### src/rtl/kwm_pkg.sv
`timescale 1ns / 1ps
// Shared types, field widths and codes for the k-way sorted merge block.
// Depends on nothing; every other file of the block imports it.
package kwm_pkg;

	// Field widths of the input and result transactions.
	localparam int DATA_W = 32;
	localparam int WAY_FW = 2;
	localparam int STAT_W = 2;

	// Default configuration of the top level.
	localparam int WAYS_DEF      = 4;
	localparam int WAY_DEPTH_DEF = 16;

	// Depth of the command queue between front and back; a power of two.
	localparam int CMDQ_DEPTH = 2;

	// Function codes of an input transaction.
	localparam logic FUNC_LOAD = 1'b0;
	localparam logic FUNC_PULL = 1'b1;

	// Status codes of a result transaction.
	localparam logic [STAT_W-1:0] STAT_LOADED = 2'd0;
	localparam logic [STAT_W-1:0] STAT_FULL   = 2'd1;
	localparam logic [STAT_W-1:0] STAT_MERGED = 2'd2;
	localparam logic [STAT_W-1:0] STAT_EMPTY  = 2'd3;

	typedef struct packed {
		logic                     func;
		logic [WAY_FW-1:0]        way;
		logic signed [DATA_W-1:0] value;
	} in_item_t;

	typedef struct packed {
		logic [STAT_W-1:0]        status;
		logic signed [DATA_W-1:0] merged;
		logic [WAY_FW-1:0]        from_way;
	} out_item_t;

	// A classified command as the front hands it to the back.
	typedef struct packed {
		logic                     is_pull;
		logic                     way_ok;
		logic [WAY_FW-1:0]        way;
		logic signed [DATA_W-1:0] value;
	} cmd_t;

endpackage

### src/rtl/k_way_sorted_merge.sv
`timescale 1ns / 1ps
// Top level of the k-way sorted merge: front stage, command queue and back end.
// Depends on kwm_pkg, kwm_front, kwm_cmd_queue and kwm_back.
//
// Channel   Handshake          Payload
// input     push / full        item   (func, way, value)
// result    empty / pop        result (status, merged, from_way)
//
// A load is served in the back end's ready state; a pull reads the head of every way
// buffer, then the comparison tree takes the heads once the result register is free.
// Transactions enter the front stage every cycle until it and the queue are full.
// Reset clears all pointers and fill counts at once; no clearing pass is needed.
// While a result waits in the output register, pulls still read their heads and
// loads wait; the front keeps accepting into the queue.
module k_way_sorted_merge #(
	parameter int WAYS      = kwm_pkg::WAYS_DEF,
	parameter int WAY_DEPTH = kwm_pkg::WAY_DEPTH_DEF
) (
	input  logic               clk,
	input  logic               arst_n,
	input  logic               push,
	output logic               full,
	input  kwm_pkg::in_item_t  item,
	output logic               empty,
	input  logic               pop,
	output kwm_pkg::out_item_t result
);
	import kwm_pkg::*;

	logic cmdq_push;
	logic cmdq_full;
	logic cmdq_pop;
	logic cmdq_empty;
	cmd_t cmd_in;
	cmd_t cmd_out;

	// Front: accept and classify transactions.
	kwm_front #(
		.WAYS(WAYS)
	) u_front (
		.clk     (clk),
		.arst_n  (arst_n),
		.push    (push),
		.full    (full),
		.item    (item),
		.cmd_push(cmdq_push),
		.cmd_full(cmdq_full),
		.cmd     (cmd_in)
	);

	// Queue that decouples the front from the back.
	kwm_cmd_queue u_cmdq (
		.clk   (clk),
		.arst_n(arst_n),
		.push  (cmdq_push),
		.full  (cmdq_full),
		.din   (cmd_in),
		.pop   (cmdq_pop),
		.empty (cmdq_empty),
		.dout  (cmd_out)
	);

	// Back: buffers, merge and result register.
	kwm_back #(
		.WAYS     (WAYS),
		.WAY_DEPTH(WAY_DEPTH)
	) u_back (
		.clk      (clk),
		.arst_n   (arst_n),
		.cmd_empty(cmdq_empty),
		.cmd_pop  (cmdq_pop),
		.cmd      (cmd_out),
		.empty    (empty),
		.pop      (pop),
		.result   (result)
	);

`ifndef NO_ASSERTIONS
	// The front never offers a command to a full queue.
	a_no_push_full: assert property (@(posedge clk) disable iff (!arst_n)
		cmdq_push |-> !cmdq_full)
		else $error("command pushed into a full queue");

	// The back never takes a command from an empty queue.
	a_no_pop_empty: assert property (@(posedge clk) disable iff (!arst_n)
		cmdq_pop |-> !cmdq_empty)
		else $error("command popped from an empty queue");

	// Only a merged result carries a value and a way.
	a_zero_unless_merged: assert property (@(posedge clk) disable iff (!arst_n)
		(!empty && result.status != STAT_MERGED) |-> (result.merged == '0 &&
		result.from_way == '0))
		else $error("non-merged result carries data");
`endif

endmodule

### src/rtl/kwm_front.sv
`timescale 1ns / 1ps
// Front stage: accepts input transactions and classifies them into commands.
// Depends on kwm_pkg.
module kwm_front #(
	parameter int WAYS = kwm_pkg::WAYS_DEF
) (
	input  logic              clk,
	input  logic              arst_n,
	input  logic              push,
	output logic              full,
	input  kwm_pkg::in_item_t item,
	output logic              cmd_push,
	input  logic              cmd_full,
	output kwm_pkg::cmd_t     cmd
);
	import kwm_pkg::*;

	logic vld_s1;
	cmd_t cmd_s1;
	logic accept;

	// The stage holds one command; it frees when the queue takes it unless refilled.
	assign cmd_push = vld_s1 && !cmd_full;
	assign full     = vld_s1 && cmd_full;
	assign accept   = push && !full;
	assign cmd      = cmd_s1;

	always_ff @(posedge clk or negedge arst_n) begin
		if (!arst_n) begin
			vld_s1 <= 1'b0;
		end else if (accept) begin
			vld_s1 <= 1'b1;
		end else if (cmd_push) begin
			vld_s1 <= 1'b0;
		end
	end

	// Decode the function and check that the named way exists.
	always_ff @(posedge clk) begin
		if (accept) begin
			cmd_s1.is_pull <= (item.func == FUNC_PULL);
			cmd_s1.way_ok  <= (32'(item.way) < 32'(WAYS));
			cmd_s1.way     <= item.way;
			cmd_s1.value   <= item.value;
		end
	end

endmodule

### src/rtl/kwm_cmd_queue.sv
`timescale 1ns / 1ps
// Short first-in first-out queue of commands between the front and the back.
// Depends on kwm_pkg.
module kwm_cmd_queue (
	input  logic          clk,
	input  logic          arst_n,
	input  logic          push,
	output logic          full,
	input  kwm_pkg::cmd_t din,
	input  logic          pop,
	output logic          empty,
	output kwm_pkg::cmd_t dout
);
	import kwm_pkg::*;

	localparam int AW = (CMDQ_DEPTH > 1) ? $clog2(CMDQ_DEPTH) : 1;
	localparam int CW = $clog2(CMDQ_DEPTH + 1);

	cmd_t          slots_q [CMDQ_DEPTH];
	logic [AW-1:0] wr_ptr_q;
	logic [AW-1:0] rd_ptr_q;
	logic [CW-1:0] count_q;
	logic          do_push;
	logic          do_pop;

	assign full    = (count_q == CW'(CMDQ_DEPTH));
	assign empty   = (count_q == '0);
	assign do_push = push && !full;
	assign do_pop  = pop && !empty;
	assign dout    = slots_q[rd_ptr_q];

	// Pointers wrap naturally since the depth is a power of two.
	always_ff @(posedge clk or negedge arst_n) begin
		if (!arst_n) begin
			wr_ptr_q <= '0;
			rd_ptr_q <= '0;
			count_q  <= '0;
		end else begin
			if (do_push) begin
				wr_ptr_q <= wr_ptr_q + 1'b1;
			end
			if (do_pop) begin
				rd_ptr_q <= rd_ptr_q + 1'b1;
			end
			if (do_push && !do_pop) begin
				count_q <= count_q + 1'b1;
			end else if (do_pop && !do_push) begin
				count_q <= count_q - 1'b1;
			end
		end
	end

	// Slot storage needs no reset.
	always_ff @(posedge clk) begin
		if (do_push) begin
			slots_q[wr_ptr_q] <= din;
		end
	end

endmodule

### src/rtl/kwm_back.sv
`timescale 1ns / 1ps
// Back end: per-way buffers, the head comparison tree and the result register.
// Depends on kwm_pkg.
module kwm_back #(
	parameter int WAYS      = kwm_pkg::WAYS_DEF,
	parameter int WAY_DEPTH = kwm_pkg::WAY_DEPTH_DEF
) (
	input  logic               clk,
	input  logic               arst_n,
	input  logic               cmd_empty,
	output logic               cmd_pop,
	input  kwm_pkg::cmd_t      cmd,
	output logic               empty,
	input  logic               pop,
	output kwm_pkg::out_item_t result
);
	import kwm_pkg::*;

	localparam int WIDX_W = $clog2(WAYS);
	localparam int ADDR_W = (WAY_DEPTH > 1) ? $clog2(WAY_DEPTH) : 1;
	localparam int CNT_W  = $clog2(WAY_DEPTH + 1);
	localparam int NP     = 1 << WIDX_W;
	localparam int NODES  = 2 * NP - 1;

	localparam logic ST_READY = 1'b0;
	localparam logic ST_CMP   = 1'b1;

	logic                     state_q;
	logic [ADDR_W-1:0]        rd_addr_q [WAYS];
	logic [ADDR_W-1:0]        wr_addr_q [WAYS];
	logic [CNT_W-1:0]         cnt_q     [WAYS];
	logic signed [DATA_W-1:0] head_s2   [WAYS];
	logic                     out_vld_q;
	out_item_t                out_q;

	logic                     node_vld [NODES];
	logic signed [DATA_W-1:0] node_val [NODES];
	logic [WIDX_W-1:0]        node_way [NODES];

	logic              out_free;
	logic              is_load;
	logic              load_ok;
	logic              wr_en;
	logic              rd_en;
	logic              cmp_done;
	logic              adv;
	logic [WIDX_W-1:0] load_idx;

	// Command issue: a load needs the result register, a pull only reads heads.
	assign out_free = !out_vld_q || pop;
	assign cmd_pop  = (state_q == ST_READY) && !cmd_empty && (cmd.is_pull || out_free);
	assign is_load  = cmd_pop && !cmd.is_pull;
	assign rd_en    = cmd_pop && cmd.is_pull;
	assign load_idx = WIDX_W'(cmd.way);
	assign load_ok  = cmd.way_ok && (cnt_q[load_idx] != CNT_W'(WAY_DEPTH));
	assign wr_en    = is_load && load_ok;
	assign cmp_done = (state_q == ST_CMP) && out_free;
	assign adv      = cmp_done && node_vld[0];

	assign empty  = !out_vld_q;
	assign result = out_q;

	// One buffer per way, written at its tail and read at its head.
	for (genvar g = 0; g < WAYS; g++) begin : g_way
		logic signed [DATA_W-1:0] mem_q [WAY_DEPTH];

		always_ff @(posedge clk) begin
			if (wr_en && load_idx == WIDX_W'(g)) begin
				mem_q[wr_addr_q[g]] <= cmd.value;
			end
			if (rd_en) begin
				head_s2[g] <= mem_q[rd_addr_q[g]];
			end
		end
	end

	// Leaves of the comparison tree; padding leaves never win.
	for (genvar i = 0; i < NP; i++) begin : g_leaf
		if (i < WAYS) begin : g_real
			assign node_vld[NP-1+i] = (cnt_q[i] != '0);
			assign node_val[NP-1+i] = head_s2[i];
			assign node_way[NP-1+i] = WIDX_W'(i);
		end else begin : g_pad
			assign node_vld[NP-1+i] = 1'b0;
			assign node_val[NP-1+i] = '0;
			assign node_way[NP-1+i] = '0;
		end
	end

	// Inner nodes keep the lesser head; the left side holds the lower ways and wins ties.
	for (genvar n = 0; n < NP - 1; n++) begin : g_node
		logic take_left;

		assign take_left = node_vld[2*n+1] &&
			(!node_vld[2*n+2] || node_val[2*n+1] <= node_val[2*n+2]);
		assign node_vld[n] = node_vld[2*n+1] || node_vld[2*n+2];
		assign node_val[n] = take_left ? node_val[2*n+1] : node_val[2*n+2];
		assign node_way[n] = take_left ? node_way[2*n+1] : node_way[2*n+2];
	end

	// Sequencer: a pull reads heads in ST_READY, then ST_CMP compares them once out_free.
	always_ff @(posedge clk or negedge arst_n) begin
		if (!arst_n) begin
			state_q <= ST_READY;
		end else begin
			case (state_q)
				ST_READY: begin
					if (rd_en) begin
						state_q <= ST_CMP;
					end
				end
				ST_CMP: begin
					if (cmp_done) begin
						state_q <= ST_READY;
					end
				end
				default: begin
					state_q <= ST_READY;
				end
			endcase
		end
	end

	// Per-way tail, head and fill count; loads and pulls never complete together.
	always_ff @(posedge clk or negedge arst_n) begin
		if (!arst_n) begin
			for (int w = 0; w < WAYS; w++) begin
				rd_addr_q[w] <= '0;
				wr_addr_q[w] <= '0;
				cnt_q[w]     <= '0;
			end
		end else begin
			for (int w = 0; w < WAYS; w++) begin
				if (wr_en && load_idx == WIDX_W'(w)) begin
					wr_addr_q[w] <= (wr_addr_q[w] == ADDR_W'(WAY_DEPTH - 1)) ?
						'0 : wr_addr_q[w] + 1'b1;
					cnt_q[w]     <= cnt_q[w] + 1'b1;
				end else if (adv && node_way[0] == WIDX_W'(w)) begin
					rd_addr_q[w] <= (rd_addr_q[w] == ADDR_W'(WAY_DEPTH - 1)) ?
						'0 : rd_addr_q[w] + 1'b1;
					cnt_q[w]     <= cnt_q[w] - 1'b1;
				end
			end
		end
	end

	// Result register occupancy.
	always_ff @(posedge clk or negedge arst_n) begin
		if (!arst_n) begin
			out_vld_q <= 1'b0;
		end else if (is_load || cmp_done) begin
			out_vld_q <= 1'b1;
		end else if (pop) begin
			out_vld_q <= 1'b0;
		end
	end

	// Result payload.
	always_ff @(posedge clk) begin
		if (is_load) begin
			out_q.status   <= load_ok ? STAT_LOADED : STAT_FULL;
			out_q.merged   <= '0;
			out_q.from_way <= '0;
		end else if (cmp_done) begin
			if (node_vld[0]) begin
				out_q.status   <= STAT_MERGED;
				out_q.merged   <= node_val[0];
				out_q.from_way <= WAY_FW'(node_way[0]);
			end else begin
				out_q.status   <= STAT_EMPTY;
				out_q.merged   <= '0;
				out_q.from_way <= '0;
			end
		end
	end

endmodule

### config.mk
export PLATFORM = sky130hd
export DESIGN_NAME = k_way_sorted_merge
export DESIGN_NICKNAME = d
export VERILOG_FILES = /design/src/rtl/kwm_pkg.sv /design/src/rtl/k_way_sorted_merge.sv /design/src/rtl/kwm_front.sv /design/src/rtl/kwm_cmd_queue.sv /design/src/rtl/kwm_back.sv
export SDC_FILE = /design/constraint.sdc
export NUM_CORES = 2
export LEC_CHECK = 0
export BUFFER_PORTS_ARGS = -buffer_cell sky130_fd_sc_hd__buf_2
export CAP_MARGIN = 10
export CORE_ASPECT_RATIO = 1.1
export CORE_MARGIN = 2
export CORE_UTILIZATION = 25
export DETAILED_ROUTE_END_ITERATION = 8
export PLACE_DENSITY = 0.49
export SYNTH_ARGS = -nofsm -noshare
export SYNTH_HDL_FRONTEND = slang
export SYNTH_SLANG_ARGS = --single-unit
### constraint.sdc
create_clock -name clk -period 16.25 [get_ports clk]
set_clock_uncertainty 0.15 [all_clocks]
set_input_delay 2.4375 -clock clk [delete_from_list [all_inputs] [get_ports clk]]
set_output_delay 2.4375 -clock clk [all_outputs]
set_load 0.01 [all_outputs]
# Word level (Yosys, flattened, before mapping)
# Memories as Yosys holds them, arrays and structs flattened.
# Index checks and enable logic that the tools add are counted.
# W data, S select, Z words.
word_totals:
  regBits: 130
  ram_bits: 2246
  input_bits: 39
  mem_count: 6
op_classes:
  add_sub_neg: 20
  n_lt_le_gt_ge: 4
  eq_ne: 16
  n_mux: 49
  bitwise: 6
  n_reduce_logical: 64
memory_table:
  columns: ["memory", "words", "width", "rd", "rd_clocked_by_memory_dff", "write_ports", "line_no", "text"]
  rows:
  - ["u_back.g_way[0].mem_q", 16, 32, 1, 0, 1, "kwm_back.sv:65", "logic signed [DATA_W-1:0] mem_q [WAY_DEPTH];"]
  - ["u_back.g_way[1].mem_q", 16, 32, 1, 0, 1, "kwm_back.sv:65", null]
  - ["u_back.g_way[2].mem_q", 16, 32, 1, 0, 1, "kwm_back.sv:65", null]
  - ["u_back.g_way[3].mem_q", 16, 32, 1, 0, 1, "kwm_back.sv:65", null]
  - ["u_back.head_s2", 4, 32, 4, 0, 4, "kwm_back.sv:32", "logic signed [DATA_W-1:0] head_s2 [WAYS];"]
  - ["u_cmdq.slots_q", 2, 35, 1, 0, 1, "kwm_cmd_queue.sv:19", "cmd_t slots_q [CMDQ_DEPTH];"]
ops:
  columns: ["cell", "n"]
  rows:
  - ["$le A32 B32 Y1", 3]
  - ["$mux W32", 3]
  - ["$mux W36", 2]
  - ["$mux W5", 10]
  - ["$mux W35", 1]
  - ["$add A4 B1 Y4 const B", 8]
  - ["$eq A4 B4 Y1 const B", 8]
  - ["$mux W4", 8]
  - ["$logic_and A1 B1 Y1", 25]
  - ["$add A5 B1 Y5 const B", 4]
  - ["$mux W1", 20]
  - ["$reduce_bool A5 Y1", 4]
  - ["$sub A5 B1 Y5 const B", 4]
  - ["$reduce_bool A2 Y1", 8]
  - ["$bmux W5 S2", 1]
  - ["$eq A2 B2 Y1 const B", 5]
  - ["$logic_not A1 Y1", 10]
  - ["$logic_or A1 B1 Y1", 9]
  - ["$reduce_and A2 Y1", 4]
  - ["$logic_not A2 Y1", 3]
  - ["$mux W2", 3]
  - ["$ne A5 B5 Y1 const B", 1]
  - ["$not A1 Y1", 5]
  - ["$eq A2 B1 Y1 const B", 2]
  - ["other kinds (7)", 8]

# Logic depth before layout (Yosys ltp)
logic_depth:
  ltp_word: 13
  ltp_mapped: 23
  ltp_nobuf: 20

# By module
# A second synthesis with hierarchy kept.
hier_totals:
  cells_unflattened: 4305
  hier_area_um2: 92910.4
by_module_without_submodules:
  columns: ["mod", "instances", "cells_each", "area_each_um2"]
  rows:
  - ["kwm_back", 1, 4132, 88846.5]
  - ["kwm_cmd_queue", 1, 131, 2944.1]
  - ["kwm_front", 1, 42, 1119.8]

# Worst setup path before layout
# OpenSTA, ideal clock, no wires.
synth_path:
  kind: "flip-flop to flip-flop"
  from: "reg u_cmdq.rd_ptr_q"
  to: "mem u_back.head_s2[0][0], enable pin"
  setup_time_ps: 617
  t_arrival_ps: 6061
  slack_ps: 9422
  path_stages_with_launch: 4
  n_path_buf: 1
  synth_period_minus_slack_ps: 6828
  cell_sequence: "dfrtp_1 -> buf_2 -> mux2i_1 -> nor2_1"
synth_rtl:
  columns: ["item", "line_no", "text"]
  rows:
  - ["start, declared", "kwm_cmd_queue.sv:21", "logic [AW-1:0] rd_ptr_q;"]
  - ["start signal, assigned", "kwm_cmd_queue.sv:43", "rd_ptr_q <= rd_ptr_q + 1'b1;"]
  - ["end, declared", "kwm_back.sv:32", null]

==> qor.csv <==
stage;metric;value;unit
clocking;Post CTS Setup Buffer Count;0;
place;global placement routability congestion;0.7932;
pwr;maximum VDD drop;0.0002352;V
sta;max-slew violation count;0;
die;initial core utilization;25.15;%
die;I/O pin count;77;
clocking;CTS Hold Bufs;0;
global_routing;global-route wire length before repair;373500;um
worst_setup_path;Required @ worst endpoint;16810;ps
finish;layout cells sized above 1;20.58;%
finish;Post-Layout Cell Count;10480;
worst_setup_path;crit end category;register;
route;antenna-violating nets left;0;
sta;worst slew pin tran;1245;ps
logic_synthesis;Post-synth EDFFs;2283;
sta;Hold WS;294.7;ps
pwr;Cell Pwr Density;199.2;mW/mm^2
global_routing;Tot GR Track Use;13.60;%
finish;register area;0.07075;mm^2
sta;RSZ-0062 raised after global routing;no;
route;drt via density;4.622;
flow_run;Max Cap Viol;0;
clocking;clk_lat worst skew;860;ps
clocking;CTS root buffer;clkbuf_16;
die;core area;0.3731;mm^2
logic_synthesis;post-synthesis instance total;5069;
clocking;Sink Count;2376;
clocking;H-tree levels;5;
logic_synthesis;most frequent cell after synthesis;edfxtp_1;
clocking;CTS clock-pin slew for the worst setup and hold paths;60;ps
route;wire per inst;25.30;um
die;die height;646.6;um
finish;Nets;5483;
worst_setup_path;Worst Path Max Fanout;25;
status;outcome;finished clean;
logic_synthesis;Yosys top cell area share;73.06;%
logic_synthesis;top post-synthesis cells by area;edfxtp_1 (73%), mux4_2 (6.1%), mux2i_1 (4.8%), mux2_2 (2.1%), ha_1 (1.7%);
pwr;Internal;13.94;mW
logic_synthesis;Yosys warnings;0;
worst_setup_path;Worst EP arrival;7270;ps
place;Post-DP HPWL;150700;um
die;# rows;235;
sta;Period minus WS final;6709;ps
logic_synthesis;Syn Std Cell Area;0.09384;mm^2
logic_synthesis;synthesized flop and latch total;2376;
pwr;Clock power frac;26.6;%
sta;Hold Vio Cnt, Final;0;
die;Die ar.;0.3803;mm^2
global_routing;GR Overflow Total;0;
sta;relative max-transition margin;17.03;%
logic_synthesis;ys async rst share;2.483;%
finish;filler cell count;36530;
clocking;CTS tree;built;
worst_hold_path;Hold WC Path Type;register to register;
route;final wirelength;265300;um
logic_synthesis;Synth area leader;edfxtp_1;
worst_setup_path;Critical Path Start Type;register;
route;Remaining DRCs;0;
worst_setup_path;CP Launch Point;u_back.head_s2[0][30];
finish;area of the multi-input gates;0.02201;mm^2
worst_hold_path;Hold Path Origin;u_front.cmd[8];
global_routing;initial antenna violation count;18;
finish;P&R area growth vs syn;16.19;%
worst_setup_path;kind of critical path;register to register;
route;DR iter-0 viols;4548;
route;DRT Pass-1 Iters;5;
pwr;P_leak;35.68;nW
worst_hold_path;Hold Path Stages;0;
logic_synthesis;Seq/Total Area, Yosys;75.36;%
clocking;Clock Path Buffers;4;
pwr;Gate power share;33.6;%
worst_setup_path;Worst Reg-to-Reg Cells;20;
global_routing;number of global-route vias before repair;49570;
clocking;# resized after CTS;0;
route;DR vias;48460;
pwr;Sw Pwr;7.782;mW
logic_synthesis;Mean Syn Cell Area;18.51;um^2
pwr;Switching Share;35.83;%
pwr;Seq pwr share;39.9;%
die;Die W;588.1;um
global_routing;largest net degree at the start of global routing;116;
logic_synthesis;Mapped Nets;5241;
clocking;CTS Buf Count;270;
worst_setup_path;reg2reg start;u_back.head_s2[0][30];
sta;top achievable clock speed;149.0;MHz
sta;period utilisation layout;41.29;%
logic_synthesis;Main synth FF type;edfxtp_1;
logic_synthesis;Synth cell types;68;
sta;Final setup viols;0;
sta;setup tns final;0;ps
place;placed cells;10010;
logic_synthesis;Commonest cells post-synth;edfxtp_1 (2283), mux2i_1 (447), o21ai_0 (300);
place;# port buffers;76;
-- cells in the final DEF, fill, tap and decap left out, types with 25 or more instances in the layout --
cell type,n
mux4_2,256
nand2_1,276
a31o_2,25
ha_1,129
a22oi_1,132
buf_4,138
nand3_1,31
inv_1,81
clkbuf_16,279
a221oi_1,131
clkinv_2,31
mux2_2,176
and2_2,50
edfxtp_1,2283
a21oi_1,188
dfrtp_1,46
dfxtp_1,34
mux2i_1,447
buf_2,75
clkbuf_1,70
clkinv_1,46
o21ai_0,300
-- area by class of cell --
type	instances	share of cell area [%]
flip-flops and latches	2376	64.89
multi-input cells	2361	20.19
clock buffers	355	6.720
well taps	4977	5.711
repair buffers	218	1.375
clock inverters	106	0.8067
inverters	84	0.2892
diodes	7	0.01607
-- routing by layer --
metal / wire length [um] / GRT usage (%) / vias up
li1: - / - / 21020
met1: 115800 / 18.19 / 25790
met2: 130700 / 23.28 / 1312
met3: 11640 / 1.347 / 337
met4: 7148 / 4.056 / 0
met5: 0 / 0 / -
-- worst paths after layout --
path                                         to  slack, ps
hold / removal             u_cmdq.slots_q[1][8]        290
min in group asynchronous      u_back.out_vld_q       1580
setup reg to reg                u_back.cnt_q[7]       9540
hold reg to reg            u_cmdq.slots_q[1][8]        290
max in group asynchronous   u_back.rd_addr_q[5]      13490
setup / recovery                u_back.cnt_q[7]       9540
-- critical path, stage by stage, from the launching register on --
cell      delay (ps)
edfxtp_1         400
ha_1             330
nand4_1          200
nor2_1            70
a221o_1          310
a211o_1          280
or3b_1           400
nand3_2          310
buf_4            430
mux2_2           430
ha_1             320
a21oi_1          150
o21ai_0          130
a221o_1          360
a211o_1          330
a31o_2           320
o31ai_4          660
buf_4            350
nor2_4            90
nor2_4           170
mux2_2           360
-- power groups by stage --
stage,Sequential [mW],Clock [mW],Combinational (mW)
finish,8.66,5.77,7.29
global route,8.71,6.12,7.87
CTS,8.67,5.90,7.38
detailed placement,8.79,0,7.35
global placement,8.78,0,7.27
floorplan,8.45,0,4.68
-- cell families (layout without fill, tap and decap cells) --
logic type	Yosys count	count (layout)	share of synthesized area [%]
other cells	0	7	0
mux	882	882	13.07
xor+xnor	29	29	0.2707
simple gates	489	489	2.535
fa+ha+maj	133	133	1.805
flops	2376	2376	75.36
compound gates	828	828	5.570
buf+inv	332	763	1.389
-- metrics by stage --
| step | util [%] | setup WS, ps | cell area (um^2) | power [mW] |
|---|---|---|---|---|
| 2_1_floorplan | - | 9422 | 93840 | 13.13 |
| 3_3_place_gp | 27.01 | 9665 | 100800 | 16.05 |
| 3_5_place_dp | 27.01 | 9493 | 100800 | 16.15 |
| 4_1_cts | 29.21 | 9540 | 109000 | 21.95 |
| 5_1_grt | 29.22 | 9158 | 109000 | 22.70 |
| 6_report | 29.22 | 9541 | 109000 | 21.72 |
-- sequential cells by signal, summed over array words and instances, names as in the netlist --
signal / count
u_cmdq.rd_ptr_q: 1
u_back.head_s2: 128
u_back.result: 36
u_back.out_vld_q: 1
u_cmdq.count_q: 2
u_front.cmd: 35
u_back.wr_addr_q: 16
u_front.vld_s1: 1
u_cmdq.slots_q: 70
u_cmdq.wr_ptr_q: 1
u_back.rd_addr_q: 16
u_back.g_way.mem_q: 2048
u_back.state_q: 1
u_back.cnt_q: 20
Power figures use the tool's default switching activity.
